### config.mk
export PLATFORM = sky130hd
export DESIGN_NAME = redundancy_master_election_flat
export DESIGN_NICKNAME = d
export VERILOG_FILES = /design/src/hw/rtl/rme_pkg.sv /design/src/hw/rtl/rme_stream_if.sv /design/src/hw/rtl/rme_apb_regs.sv /design/src/hw/rtl/rme_core.sv /design/src/hw/rtl/redundancy_master_election.sv /design/src/flat_wrapper.sv
export SDC_FILE = /design/constraint.sdc
export NUM_CORES = 1
export LEC_CHECK = 0
export BUFFER_PORTS_ARGS = -buffer_cell sky130_fd_sc_hd__buf_2
export CAP_MARGIN = 20
export CORE_MARGIN = 5
export CORE_UTILIZATION = 50
export CTS_CLUSTER_DIAMETER = 60
export DETAILED_ROUTE_END_ITERATION = 8
export GPL_TIMING_DRIVEN = 0
export HOLD_SLACK_MARGIN = 0.02
export PLACE_DENSITY = 0.72
export SYNTH_ARGS = -nofsm -noshare
export SYNTH_HDL_FRONTEND = slang
export SYNTH_SLANG_ARGS = --single-unit
### constraint.sdc
create_clock -name i_clk -period 9.9 [get_ports i_clk]
set_clock_uncertainty 0.05 [all_clocks]
set_input_delay 0.495 -clock i_clk [delete_from_list [all_inputs] [get_ports i_clk]]
set_output_delay 0.495 -clock i_clk [all_outputs]
set_load 0.005 [all_outputs]
### src/hw/rtl/rme_pkg.sv
// shared types, codes and constants for the redundancy master election block
package rme_pkg;

    // fixed field and state widths
    localparam int CNT_W  = 20;
    localparam int CTR_W  = 64;
    localparam int ADDR_W = 5;
    localparam int DATA_W = 32;

    // default timer rate, ticks per second
    localparam int TICKS_PER_SECOND_DEF = 1000;

    // timer load factors
    localparam int DOWN_MULT  = 3;
    localparam int SKEW_SHIFT = 8;

    // advertisement checks
    localparam logic [3:0] RX_VERSION = 4'd2;
    localparam logic [7:0] MCAST_TTL  = 8'd255;

    // operation codes
    localparam logic [1:0] OP_TICK = 2'd0;
    localparam logic [1:0] OP_RX   = 2'd1;
    localparam logic [1:0] OP_USER = 2'd2;
    // unused code, changes nothing
    localparam logic [1:0] OP_NONE = 2'd3;

    // role codes
    localparam logic [1:0] ROLE_INIT   = 2'd0;
    localparam logic [1:0] ROLE_BACKUP = 2'd1;
    localparam logic [1:0] ROLE_MASTER = 2'd2;

    // status codes
    localparam logic [2:0] ST_OK          = 3'd0;
    localparam logic [2:0] ST_NOT_ACCEPT  = 3'd1;
    localparam logic [2:0] ST_VHID_MISS   = 3'd2;
    localparam logic [2:0] ST_BAD_VERSION = 3'd3;
    localparam logic [2:0] ST_BAD_TTL     = 3'd4;
    localparam logic [2:0] ST_BAD_AUTH    = 3'd5;

    // register indexes
    localparam logic [2:0] REG_ACCEPT_ENABLE   = 3'd0;
    localparam logic [2:0] REG_PREEMPT_ENABLE  = 3'd1;
    localparam logic [2:0] REG_GROUP_ID        = 3'd2;
    localparam logic [2:0] REG_BASE_INTERVAL   = 3'd3;
    localparam logic [2:0] REG_SKEW            = 3'd4;
    localparam logic [2:0] REG_GROUP_MULTICAST = 3'd5;
    localparam logic [2:0] REG_HAS_ADDRESSES   = 3'd6;

    // input word
    typedef struct packed {
        logic [1:0]       operation;
        logic [7:0]       rx_group_id;
        logic [3:0]       rx_version;
        logic [7:0]       rx_base;
        logic [7:0]       rx_ttl;
        logic             rx_auth_ok;
        logic [CTR_W-1:0] rx_counter;
        logic [1:0]       requested_state;
        logic [CTR_W-1:0] random_value;
    } t_in_word;

    // result word
    typedef struct packed {
        logic [2:0]       status;
        logic [1:0]       current_state;
        logic             send_advert;
        logic [CTR_W-1:0] advert_counter;
        logic [7:0]       advert_base;
        logic [7:0]       advert_skew;
    } t_out_word;

    // configuration handed from the register file to the core
    typedef struct packed {
        logic       accept_enable;
        logic       preempt_enable;
        logic [7:0] group_id;
        logic [7:0] base_interval;
        logic [7:0] skew;
        logic       group_multicast;
        logic       has_addresses;
    } t_cfg;

endpackage

### src/hw/rtl/rme_stream_if.sv
// valid/ready stream interface carrying one word of type T
interface rme_stream_if #(
    parameter type T = logic
);
    logic valid;
    logic ready;
    T     data;

    modport source (output valid, output data, input ready);
    modport sink   (input valid, input data, output ready);
endinterface

### src/hw/rtl/rme_apb_regs.sv
// apb configuration registers of the election block
module rme_apb_regs (
    input  logic                        i_clk,
    input  logic                        i_rst_n,
    input  logic                        psel,
    input  logic                        penable,
    input  logic                        pwrite,
    input  logic [rme_pkg::ADDR_W-1:0]  paddr,
    input  logic [rme_pkg::DATA_W-1:0]  pwdata,
    output logic [rme_pkg::DATA_W-1:0]  prdata,
    output logic                        pready,
    output rme_pkg::t_cfg               o_cfg
);
    rme_pkg::t_cfg r_cfg;
    logic [2:0]    w_index;
    logic          w_write;

    assign pready  = 1'b1;
    assign w_index = paddr[rme_pkg::ADDR_W-1:2];
    assign w_write = psel & penable & pwrite & pready;

    // register writes
    always_ff @(posedge i_clk) begin
        if (!i_rst_n) begin
            r_cfg.accept_enable   <= 1'b1;
            r_cfg.preempt_enable  <= 1'b0;
            r_cfg.group_id        <= 8'd1;
            r_cfg.base_interval   <= 8'd1;
            r_cfg.skew            <= 8'd0;
            r_cfg.group_multicast <= 1'b1;
            r_cfg.has_addresses   <= 1'b0;
        end else if (w_write) begin
            case (w_index)
                rme_pkg::REG_ACCEPT_ENABLE:   r_cfg.accept_enable   <= pwdata[0];
                rme_pkg::REG_PREEMPT_ENABLE:  r_cfg.preempt_enable  <= pwdata[0];
                rme_pkg::REG_GROUP_ID:        r_cfg.group_id        <= pwdata[7:0];
                rme_pkg::REG_BASE_INTERVAL:   r_cfg.base_interval   <= pwdata[7:0];
                rme_pkg::REG_SKEW:            r_cfg.skew            <= pwdata[7:0];
                rme_pkg::REG_GROUP_MULTICAST: r_cfg.group_multicast <= pwdata[0];
                rme_pkg::REG_HAS_ADDRESSES:   r_cfg.has_addresses   <= pwdata[0];
                default: ;
            endcase
        end
    end

    // read mux
    always_comb begin
        prdata = '0;
        case (w_index)
            rme_pkg::REG_ACCEPT_ENABLE:   prdata[0]   = r_cfg.accept_enable;
            rme_pkg::REG_PREEMPT_ENABLE:  prdata[0]   = r_cfg.preempt_enable;
            rme_pkg::REG_GROUP_ID:        prdata[7:0] = r_cfg.group_id;
            rme_pkg::REG_BASE_INTERVAL:   prdata[7:0] = r_cfg.base_interval;
            rme_pkg::REG_SKEW:            prdata[7:0] = r_cfg.skew;
            rme_pkg::REG_GROUP_MULTICAST: prdata[0]   = r_cfg.group_multicast;
            rme_pkg::REG_HAS_ADDRESSES:   prdata[0]   = r_cfg.has_addresses;
            default:                      prdata      = '0;
        endcase
    end

    assign o_cfg = r_cfg;
endmodule

### src/hw/rtl/rme_core.sv
// election core: input register, role/timer/counter update, result register
module rme_core #(
    parameter int TICKS_PER_SECOND = rme_pkg::TICKS_PER_SECOND_DEF
) (
    input  logic          i_clk,
    input  logic          i_rst_n,
    input  rme_pkg::t_cfg i_cfg,
    rme_stream_if.sink    i_in,
    rme_stream_if.source  o_out
);
    localparam int CW = rme_pkg::CNT_W;
    localparam logic [31:0] TpsK  = 32'(TICKS_PER_SECOND);
    localparam logic [31:0] DownK = 32'(rme_pkg::DOWN_MULT * TICKS_PER_SECOND);

    // pipeline registers
    logic               r_in_valid;
    rme_pkg::t_in_word  r_in;
    logic               r_out_valid;
    rme_pkg::t_out_word r_out;
    logic               w_advance;

    // election state
    logic [1:0]                 r_role,      n_role;
    logic [CW-1:0]              r_countdown, n_countdown;
    logic                       r_running,   n_running;
    logic [rme_pkg::CTR_W-1:0]  r_replay,    n_replay;
    logic                       r_unseeded,  n_unseeded;
    rme_pkg::t_out_word         n_out;

    // timer reload values
    logic [31:0]   w_base_prod, w_skew_prod, w_own_prod, w_rx_prod;
    logic [CW-1:0] w_master_load, w_own_down, w_rx_down;
    logic [9:0]    w_rx_base3;

    // decision flags
    logic       w_adv, w_ld_own, w_ld_rx;
    logic [2:0] w_status;
    logic [CW-1:0] w_dec;

    // handshake: stage 1 moves on when the result slot is free or being taken
    assign w_advance  = ~r_out_valid | o_out.ready;
    assign i_in.ready = ~r_in_valid | w_advance;
    assign o_out.valid = r_out_valid;
    assign o_out.data  = r_out;

    // timer reload arithmetic
    assign w_base_prod   = 32'(i_cfg.base_interval) * TpsK;
    assign w_skew_prod   = 32'(i_cfg.skew) * TpsK;
    assign w_master_load = CW'(w_base_prod + (w_skew_prod >> rme_pkg::SKEW_SHIFT));
    assign w_own_prod    = 32'(i_cfg.base_interval) * DownK;
    assign w_own_down    = w_own_prod[CW-1:0];
    assign w_rx_prod     = 32'(r_in.rx_base) * DownK;
    assign w_rx_down     = w_rx_prod[CW-1:0];
    assign w_rx_base3    = 10'(r_in.rx_base) * 10'(rme_pkg::DOWN_MULT);
    assign w_dec         = (r_countdown != '0) ? r_countdown - CW'(1) : r_countdown;

    // advertisement checks in priority order
    always_comb begin
        if (!i_cfg.accept_enable) begin
            w_status = rme_pkg::ST_NOT_ACCEPT;
        end else if (r_in.rx_group_id != i_cfg.group_id) begin
            w_status = rme_pkg::ST_VHID_MISS;
        end else if (r_in.rx_version != rme_pkg::RX_VERSION) begin
            w_status = rme_pkg::ST_BAD_VERSION;
        end else if (i_cfg.group_multicast && r_in.rx_ttl != rme_pkg::MCAST_TTL) begin
            w_status = rme_pkg::ST_BAD_TTL;
        end else if (!r_in.rx_auth_ok) begin
            w_status = rme_pkg::ST_BAD_AUTH;
        end else begin
            w_status = rme_pkg::ST_OK;
        end
    end

    // next state and result word
    always_comb begin
        n_role      = r_role;
        n_countdown = r_countdown;
        n_running   = r_running;
        n_replay    = r_replay;
        n_unseeded  = r_unseeded;
        w_adv       = 1'b0;
        w_ld_own    = 1'b0;
        w_ld_rx     = 1'b0;
        n_out       = '0;

        case (r_in.operation)
            rme_pkg::OP_TICK: begin
                if (r_running) begin
                    n_countdown = w_dec;
                    if (w_dec == '0) begin
                        n_running = 1'b0;
                        if (r_role == rme_pkg::ROLE_MASTER ||
                            r_role == rme_pkg::ROLE_BACKUP) begin
                            n_role = rme_pkg::ROLE_MASTER;
                            w_adv  = 1'b1;
                        end
                    end
                end
            end
            rme_pkg::OP_RX: begin
                n_out.status = w_status;
                if (w_status == rme_pkg::ST_OK) begin
                    n_replay   = r_in.rx_counter;
                    n_unseeded = 1'b0;
                    if (r_role == rme_pkg::ROLE_MASTER) begin
                        if (r_in.rx_base <= i_cfg.base_interval) begin
                            n_role   = rme_pkg::ROLE_BACKUP;
                            w_ld_own = 1'b1;
                        end
                    end else if (r_role == rme_pkg::ROLE_BACKUP) begin
                        if ((i_cfg.preempt_enable && r_in.rx_base > i_cfg.base_interval) ||
                            w_rx_base3 <= 10'(i_cfg.base_interval)) begin
                            n_role = rme_pkg::ROLE_MASTER;
                            w_adv  = 1'b1;
                        end else begin
                            w_ld_rx = 1'b1;
                        end
                    end
                end
            end
            rme_pkg::OP_USER: begin
                if (r_in.requested_state != r_role) begin
                    if (r_in.requested_state == rme_pkg::ROLE_BACKUP) begin
                        n_role   = rme_pkg::ROLE_BACKUP;
                        w_ld_own = 1'b1;
                    end else if (r_in.requested_state == rme_pkg::ROLE_MASTER) begin
                        n_role = rme_pkg::ROLE_MASTER;
                        w_adv  = 1'b1;
                    end
                end
            end
            default: ;
        endcase

        // advertisement: seed or bump the counter, fill the send fields
        if (w_adv && i_cfg.has_addresses) begin
            n_replay   = n_unseeded ? r_in.random_value : n_replay + 64'd1;
            n_unseeded = 1'b0;
            n_out.send_advert    = 1'b1;
            n_out.advert_counter = n_replay;
            n_out.advert_base    = i_cfg.base_interval;
            n_out.advert_skew    = i_cfg.skew;
        end

        // timer reloads
        if (w_adv) begin
            n_countdown = w_master_load;
            n_running   = 1'b1;
        end else if (w_ld_own) begin
            n_countdown = w_own_down;
            n_running   = 1'b1;
        end else if (w_ld_rx) begin
            n_countdown = w_rx_down;
            n_running   = 1'b1;
        end

        n_out.current_state = n_role;
    end

    // input register
    always_ff @(posedge i_clk) begin
        if (!i_rst_n) begin
            r_in_valid <= 1'b0;
        end else if (i_in.ready) begin
            r_in_valid <= i_in.valid;
        end
    end

    always_ff @(posedge i_clk) begin
        if (i_in.ready && i_in.valid) begin
            r_in <= i_in.data;
        end
    end

    // state and result register
    always_ff @(posedge i_clk) begin
        if (!i_rst_n) begin
            r_role      <= rme_pkg::ROLE_INIT;
            r_countdown <= '0;
            r_running   <= 1'b0;
            r_replay    <= '0;
            r_unseeded  <= 1'b1;
            r_out_valid <= 1'b0;
        end else if (w_advance) begin
            r_out_valid <= r_in_valid;
            if (r_in_valid) begin
                r_role      <= n_role;
                r_countdown <= n_countdown;
                r_running   <= n_running;
                r_replay    <= n_replay;
                r_unseeded  <= n_unseeded;
            end
        end
    end

    always_ff @(posedge i_clk) begin
        if (w_advance && r_in_valid) begin
            r_out <= n_out;
        end
    end
endmodule

### src/hw/rtl/redundancy_master_election.sv
// top level of the redundancy group master/backup election block
//
//  channel   kind           direction  word
//  i_in      valid/ready    in         rme_pkg::t_in_word  (tick, advert, user request)
//  o_out     valid/ready    out        rme_pkg::t_out_word (status, role, advert request)
//  apb       psel/penable   in         register writes and reads, 32-bit data
//
// one word is taken every cycle unless the output stalls; its result passes the input
// register, which loads at the accepting edge, and then the result register. the role,
// timer and counter registers load together with the result register.
// a stalled output holds its word; a new word is still taken while the input stage is free.
// synchronous reset puts the registers at their reset values, the role in init,
// the timer stopped and the counter unseeded.
module redundancy_master_election #(
    parameter int TICKS_PER_SECOND = rme_pkg::TICKS_PER_SECOND_DEF
) (
    input  logic                        i_clk,
    input  logic                        i_rst_n,
    rme_stream_if.sink                  i_in,
    rme_stream_if.source                o_out,
    input  logic                        psel,
    input  logic                        penable,
    input  logic                        pwrite,
    input  logic [rme_pkg::ADDR_W-1:0]  paddr,
    input  logic [rme_pkg::DATA_W-1:0]  pwdata,
    output logic [rme_pkg::DATA_W-1:0]  prdata,
    output logic                        pready
);
    rme_pkg::t_cfg w_cfg;

    // configuration registers
    rme_apb_regs u_regs (
        .i_clk   (i_clk),
        .i_rst_n (i_rst_n),
        .psel    (psel),
        .penable (penable),
        .pwrite  (pwrite),
        .paddr   (paddr),
        .pwdata  (pwdata),
        .prdata  (prdata),
        .pready  (pready),
        .o_cfg   (w_cfg)
    );

    // election core
    rme_core #(
        .TICKS_PER_SECOND (TICKS_PER_SECOND)
    ) u_core (
        .i_clk   (i_clk),
        .i_rst_n (i_rst_n),
        .i_cfg   (w_cfg),
        .i_in    (i_in),
        .o_out   (o_out)
    );
endmodule
### src/flat_wrapper.sv
// flat-port wrapper written by rule: the top's interface ports become plain ports
module redundancy_master_election_flat 
#(
    parameter int TICKS_PER_SECOND = rme_pkg::TICKS_PER_SECOND_DEF
)
  (i_clk, i_rst_n, psel, penable, pwrite, paddr, pwdata, prdata, pready, i_in_valid, i_in_data, i_in_ready, o_out_valid, o_out_data, o_out_ready);
  rme_stream_if i_in_i ();
  rme_stream_if o_out_i ();
  input  logic i_clk;
  input  logic i_rst_n;
  input  logic psel;
  input  logic penable;
  input  logic pwrite;
  input  logic [rme_pkg::ADDR_W-1:0] paddr;
  input  logic [rme_pkg::DATA_W-1:0] pwdata;
  output logic [rme_pkg::DATA_W-1:0] prdata;
  output logic pready;
  input wire logic [$bits(i_in_i.valid)-1:0] i_in_valid;
  input wire logic [$bits(i_in_i.data)-1:0] i_in_data;
  output wire logic [$bits(i_in_i.ready)-1:0] i_in_ready;
  output wire logic [$bits(o_out_i.valid)-1:0] o_out_valid;
  output wire logic [$bits(o_out_i.data)-1:0] o_out_data;
  input wire logic [$bits(o_out_i.ready)-1:0] o_out_ready;
  assign i_in_i.valid = i_in_valid;
  assign i_in_i.data = i_in_data;
  assign i_in_ready = i_in_i.ready;
  assign o_out_valid = o_out_i.valid;
  assign o_out_data = o_out_i.data;
  assign o_out_i.ready = o_out_ready;
  redundancy_master_election #(.TICKS_PER_SECOND(TICKS_PER_SECOND)) u_core (.i_clk(i_clk), .i_rst_n(i_rst_n), .i_in(i_in_i), .o_out(o_out_i), .psel(psel), .penable(penable), .pwrite(pwrite), .paddr(paddr), .pwdata(pwdata), .prdata(prdata), .pready(pready));
endmodule
# Yosys cells after proc, flatten, opt, wreduce, memory -nomap -nowiden
# Cells that the tools add are included.
[op_classes]
n_shift = 0
n_eq_ne = 6
div_mod_pow = 0
n_reduce_logical = 16
magnitude_cmp = 0
n_mux = 11
bitwise = 6
n_addsub = 2
mul = 2
[ops]
columns = ["operator", "count"]
rows = [
  ["2-to-1 mux 20 bit", 3],
  ["multiplier 8 x 7 -> 15 bit, second input constant", 2],
  ["case mux 7 bit (3 select lines)", 1],
  ["logical NOT 20 bit", 1],
  ["nonzero test 20 bit", 1],
  ["subtractor 20 x 1 -> 20 bit, second input constant", 1],
  ["adder 18 x 10 -> 19 bit", 1],
  ["AND reduction 2 bit", 8],
  ["equality test 3 bit, second input constant", 3],
  ["case mux 1 bit (7 select lines)", 1],
  ["equality test 3 x 2 -> 1 bit, second input constant", 2],
  ["2-to-1 mux 1 bit", 6],
  ["AND reduction 5 bit", 1],
  ["nonzero test 4 bit", 1],
  ["equality test 3 x 1 -> 1 bit, second input constant", 1],
  ["logical NOT 3 bit", 1],
  ["AND reduction 3 bit", 1],
  ["bitwise AND 1 bit", 2],
  ["logical AND 1 bit", 2],
  ["inverter 1 bit", 2],
  ["OR 1 bit", 2],
]
[totals]
inputBits = 45
out_inout_bits = 36
regBits = 53
ram_bits = 0
latch_bits = 0
word_cells = 56
rom_bits = 0
mem_count = 0

# Logic depth before layout (Yosys ltp)
[logic_depth]
word_depth = 7
depth_mapped = 24
mapped_depth_nobuf = 24

# Modules after synthesis
# A second synthesis with hierarchy kept.
[hier_totals]
hier_cells = 720
hier_area_um2 = 6369.9
[by_module_without_submodules]
columns = ["mod", "area_each_um2", "cells_each", "n_inst", "seq_area_each_um2"]
rows = [
  ["rme_core", 4843.4, 565, 1, 510.5],
  ["rme_apb_regs", 1526.5, 155, 1, 560.5],
]

# Worst setup path before layout
# No wires, ideal clock.
[synth_timing]
path_kind = "reg-to-reg"
from = "reg u_core.u_regs.r_cfg, in the netlist u_core.u_regs.o_cfg[3]"
to = "reg u_core.u_core.r_countdown[11]"
setup_ns = 0.130
stages_incl_launch_ff = 24
required_time_ns = 9.720
slack_ns = 4.403
n_path_buf = 0
t_arrival_ns = 5.316
path_cell_list = "dfxtp_1 > fa_1 > xor2_1 > ha_1 > fa_1 > inv_1 > fa_1 > inv_1 > ha_1 > a21oi_1 > nor2b_1 > nor2_1 > xnor2_1 > ha_1 > inv_1 > fa_1 > nor2b_1 > o21ai_0 > a21boi_0 > o211ai_1 > a21oi_1 > o221ai_1 > a2111oi_0 > o31ai_1"
[synth_between]
elab_chain_len = 3
[synth_lines]
columns = ["element", "line_no", "source"]
rows = [
  ["start, declared", "rme_apb_regs.sv:14", "rme_pkg::t_cfg r_cfg;"],
  ["multiplier 8 x 7 -> 15 bit", "rme_core.sv:48", "assign w_skew_prod = 32'(i_cfg.skew) * TpsK;"],
  ["adder 18 x 10 -> 19 bit", "rme_core.sv:49", "assign w_master_load = CW'(w_base_prod + (w_skew_prod >> rme_pkg::SKEW_SHIFT));"],
  ["2-to-1 mux 20 bit", "rme_core.sv:146", "if (w_adv) begin"],
  ["end signal, assigned", "rme_core.sv:188", "r_countdown <= n_countdown;"],
  ["end, declared", "rme_core.sv:24", "logic [CW-1:0] r_countdown, n_countdown;"],
]
# Every way passes these cells.
# A chain may end at the register's enable or synchronous reset.

# Worst setup path in the final report
[layout_timing]
from = "reg u_core.u_regs.r_cfg, in the netlist u_core.u_regs.o_cfg[4]"
to = "reg u_core.u_core.r_countdown[11]"
# Same word-level chain as after synthesis.

==> flow_summary.ini <==
[pwr]
power_leakage_nw = 3.37
power_density_nw_per_um2 = 78.0
finalPower_w = 0.000543
ir_drop_mv = 0.0556

[layout]
final_common_cell = inv_1
final_cell_mix = 92 x inv_1, 81 x ha_1, 74 x nor2_1
areaGrowthSynthToFinish_pct = 9.53
fillCellCount = 1219
design_area_um2 = 6960
finalNetCount = 980
drive_gt1_share_pct = 9.85
antenna_cells = 0

[setup_path]
crit_type = flip-flop to flip-flop
worstPathMaxFanout = 8
cpLargestDelayFamily = adder cells
max_stage_delay_ns = 0.55
r2r_start = u_core.u_regs.o_cfg[4]
crit_chain = fa_1 -> xor2_1 -> ha_1 -> fa_1 -> inv_1 -> fa_1 -> inv_1 -> ha_1 -> a21oi_1 -> o21ai_0 -> nor2_1 -> xnor2_1 -> ha_1 -> nor2b_1 -> o21ai_0 -> a21boi_0 -> o211a_1 -> o21ai_0 -> o221ai_1 -> a2111oi_0 -> o31ai_1
crit_slowest_cell = dfxtp_1
startpoint_type = flip-flop
timing.rr.end = u_core.u_core.r_countdown[11]
path_buf_inv = 2
worst_ep_arrival_time_ns = 6.32
worstPathRequired_ns = 10.03
worstRegToRegCells = 21
rrSetupSlack_ns = 3.71
cp-end-kind = flip-flop

[detailed_routing]
drt-total-wl_um = 14700
wire_per_inst_um = 14.9
drt_iter0_drc = 392
first_pass_iters = 5
postRouteAntennaNets = 0
vias = 5405
viasPerCell = 5.49
route.detailed.drc = 0

[global_routing]
grt_start_max_net_pins = 18
grt_overflow = 0
grt_pass1_wl_um = 25300
grt_pass1_vias = 5303
grt_usage_pct = 20.6
antenna_found_initial = 0

[floorplan]
initial_core_util_pct = 50.8
die_area_um2 = 15100
row_count = 41
die_w_um = 123
die-height_um = 123
coreArea_um2 = 12500
io_pins = 81

[run_status]
outcome = finished, final reports clean

[sta]
setup_violations = 0
rsz0062_at_grt = false
tns_ns = 0
fmax_mhz = 162
slew_headroom_pct = 27.5
post-route-period-util_pct = 62.5
period_needed_ns = 6.19
hold_viol = 0
report.final.slew_viol_count = 0
layout_setup_ws_ns = 3.71
tightestPinTransition_ns = 1.09

[synthesis]
synthAdderAreaFrac_pct = 29.5
synth_compound_area_share_pct = 14.4
synthSimpleGateAreaFrac_pct = 18.2
syn_area_um2 = 6350
synth_mux_area_share_pct = 6.54
synth_top_family_by_area = adder cells
yosys_warnings = 0
synth_cells = 756
synth_seq_area_share_pct = 16.9
synth-async-reset-ratio_pct = 0
yosys.cell_types.count = 68
ys.flop_type = dfxtp_1
synth_xor_area_share_pct = 4.27
synth.avg_cell_area_um2 = 8.40
ys_ff_latch = 53
synth_edf_count = 1

[clocking]
postCtsSetupBuffers = 0
insertion_delay_ns = 0.30
cts_hold_buffers = 0
clockBufferDepth = 2
cts.repair.resized = 0
path_clk_slew_ns = 0.08
htree_levels = 2
cts-buffers-inserted = 5
cts_sinks = 53
cts_root_buf = clkbuf_16
tritoncts = yes

[flow_run]
cap_violations = 0

[hold_path]
holdPathEnd = u_core.u_core.r_in_valid
min-delay-start = i_in_valid
hp-class = input pin to flip-flop
holdPathStages = 3

[place]
hpwl_um = 11900
io_buffers = 25
gp_congestion = 0.937
pre_cts_slack_ns = 3.82
place_area_um2 = 6790
## logic make-up (layout without fill, tap and decap cells)
logic type	after synthesis	in the layout
flops	53	53
fa+ha+maj	124	124
compound gates	137	137
mux	40	40
simple gates	228	228
other cells	2	25
xor+xnor	31	31
buf+inv	141	174
## tightest hold or removal path: stages
cell,delay [ns]
buf_2,0.08
a21oi_1,0.04
nor2_1,0.07
## routing by layer
layer,routed length [um],share of wire [%],vias to the layer above,GRT usage [%]
met5,0,0,-,0
li1,-,-,2697,-
met4,154,1.0,0,3.71
met2,6920,47,126,35.3
met1,6970,47,2566,28.0
met3,654,4.5,16,2.90
## sequential cells by signal (all words and copies together) (netlist names)
register                   count
u_core.u_core.o_out.data       1
u_core.u_core.o_out.valid      1
u_core.u_core.r_countdown     20
u_core.u_core.r_in_valid       1
u_core.u_core.r_role           1
u_core.u_core.r_running        1
u_core.u_regs.o_cfg           28
## stage by stage
step	utilization [%]	cells	hold WS (ns)
6_report	55.6	984	0.366
3_5_place_dp	54.2	976	0.406
3_3_place_gp	54.2	976	0.399
5_1_grt	55.6	984	0.382
2_1_floorplan	-	779	0.380
4_1_cts	55.6	984	0.379
## cell type report
type                    instances  area [um^2]  area share (%)
plain buffers                  49          300            4.31
clock buffers                   5          125            1.80
clock inverters                 3         43.8           0.629
inverters                      92          345            4.96
multi-input cells             585         4730            68.0
flip-flops and latches         53         1070            15.4
well taps                     172          215            3.09
repair buffers                 25          125            1.80
## cells in the mapped netlist (all sizes together), types with 7 or more instances
cell / count / area share (%)
mux2i: 37 / 5.8
nor3: 23 / 1.8
nor2: 74 / 4.4
inv: 92 / 5.4
xnor2: 22 / 3.0
buf: 32 / 3.7
a21oi: 29 / 2.3
clkbuf: 17 / 1.0
a31oi: 9 / 0.89
o211ai: 7 / 0.83
fa: 43 / 14
nand2: 42 / 2.5
dfxtp: 52 / 16
nand3: 16 / 1.3
o21ai: 32 / 2.6
nand4: 8 / 0.79
ha: 81 / 16
nor4: 14 / 1.8
nand2b: 9 / 0.89
xor2: 9 / 1.2
## power by group
group | switching, W | internal (W) | total [W] | leakage [nW]
registers | 0.00000282 | 0.000216 | 0.000219 | 0.428
logic | 0.0000697 | 0.0000481 | 0.000118 | 2.86
clock network | 0.0000860 | 0.000120 | 0.000206 | 0.0842
total | 0.000159 | 0.000384 | 0.000543 | 3.37
## worst max-delay path by stage
stage	startpoint	end	slack [ns]	cells after the start
final	u_core.u_regs.o_cfg[4]	u_core.u_core.r_countdown[11]	3.71	21
after global routing	u_core.u_regs.o_cfg[2]	u_core.u_core.r_countdown[11]	3.30	21
after CTS	u_core.u_regs.o_cfg[2]	u_core.u_core.r_countdown[11]	3.74	21
after detailed placement	u_core.u_regs.o_cfg[2]	u_core.u_core.r_countdown[11]	3.82	21
after global placement	u_core.u_regs.o_cfg[2]	u_core.u_core.r_countdown[11]	3.86	21
after floorplan	u_core.u_regs.o_cfg[3]	u_core.u_core.r_countdown[11]	4.40	23
No activity file was read; power rests on OpenSTA's default activity.
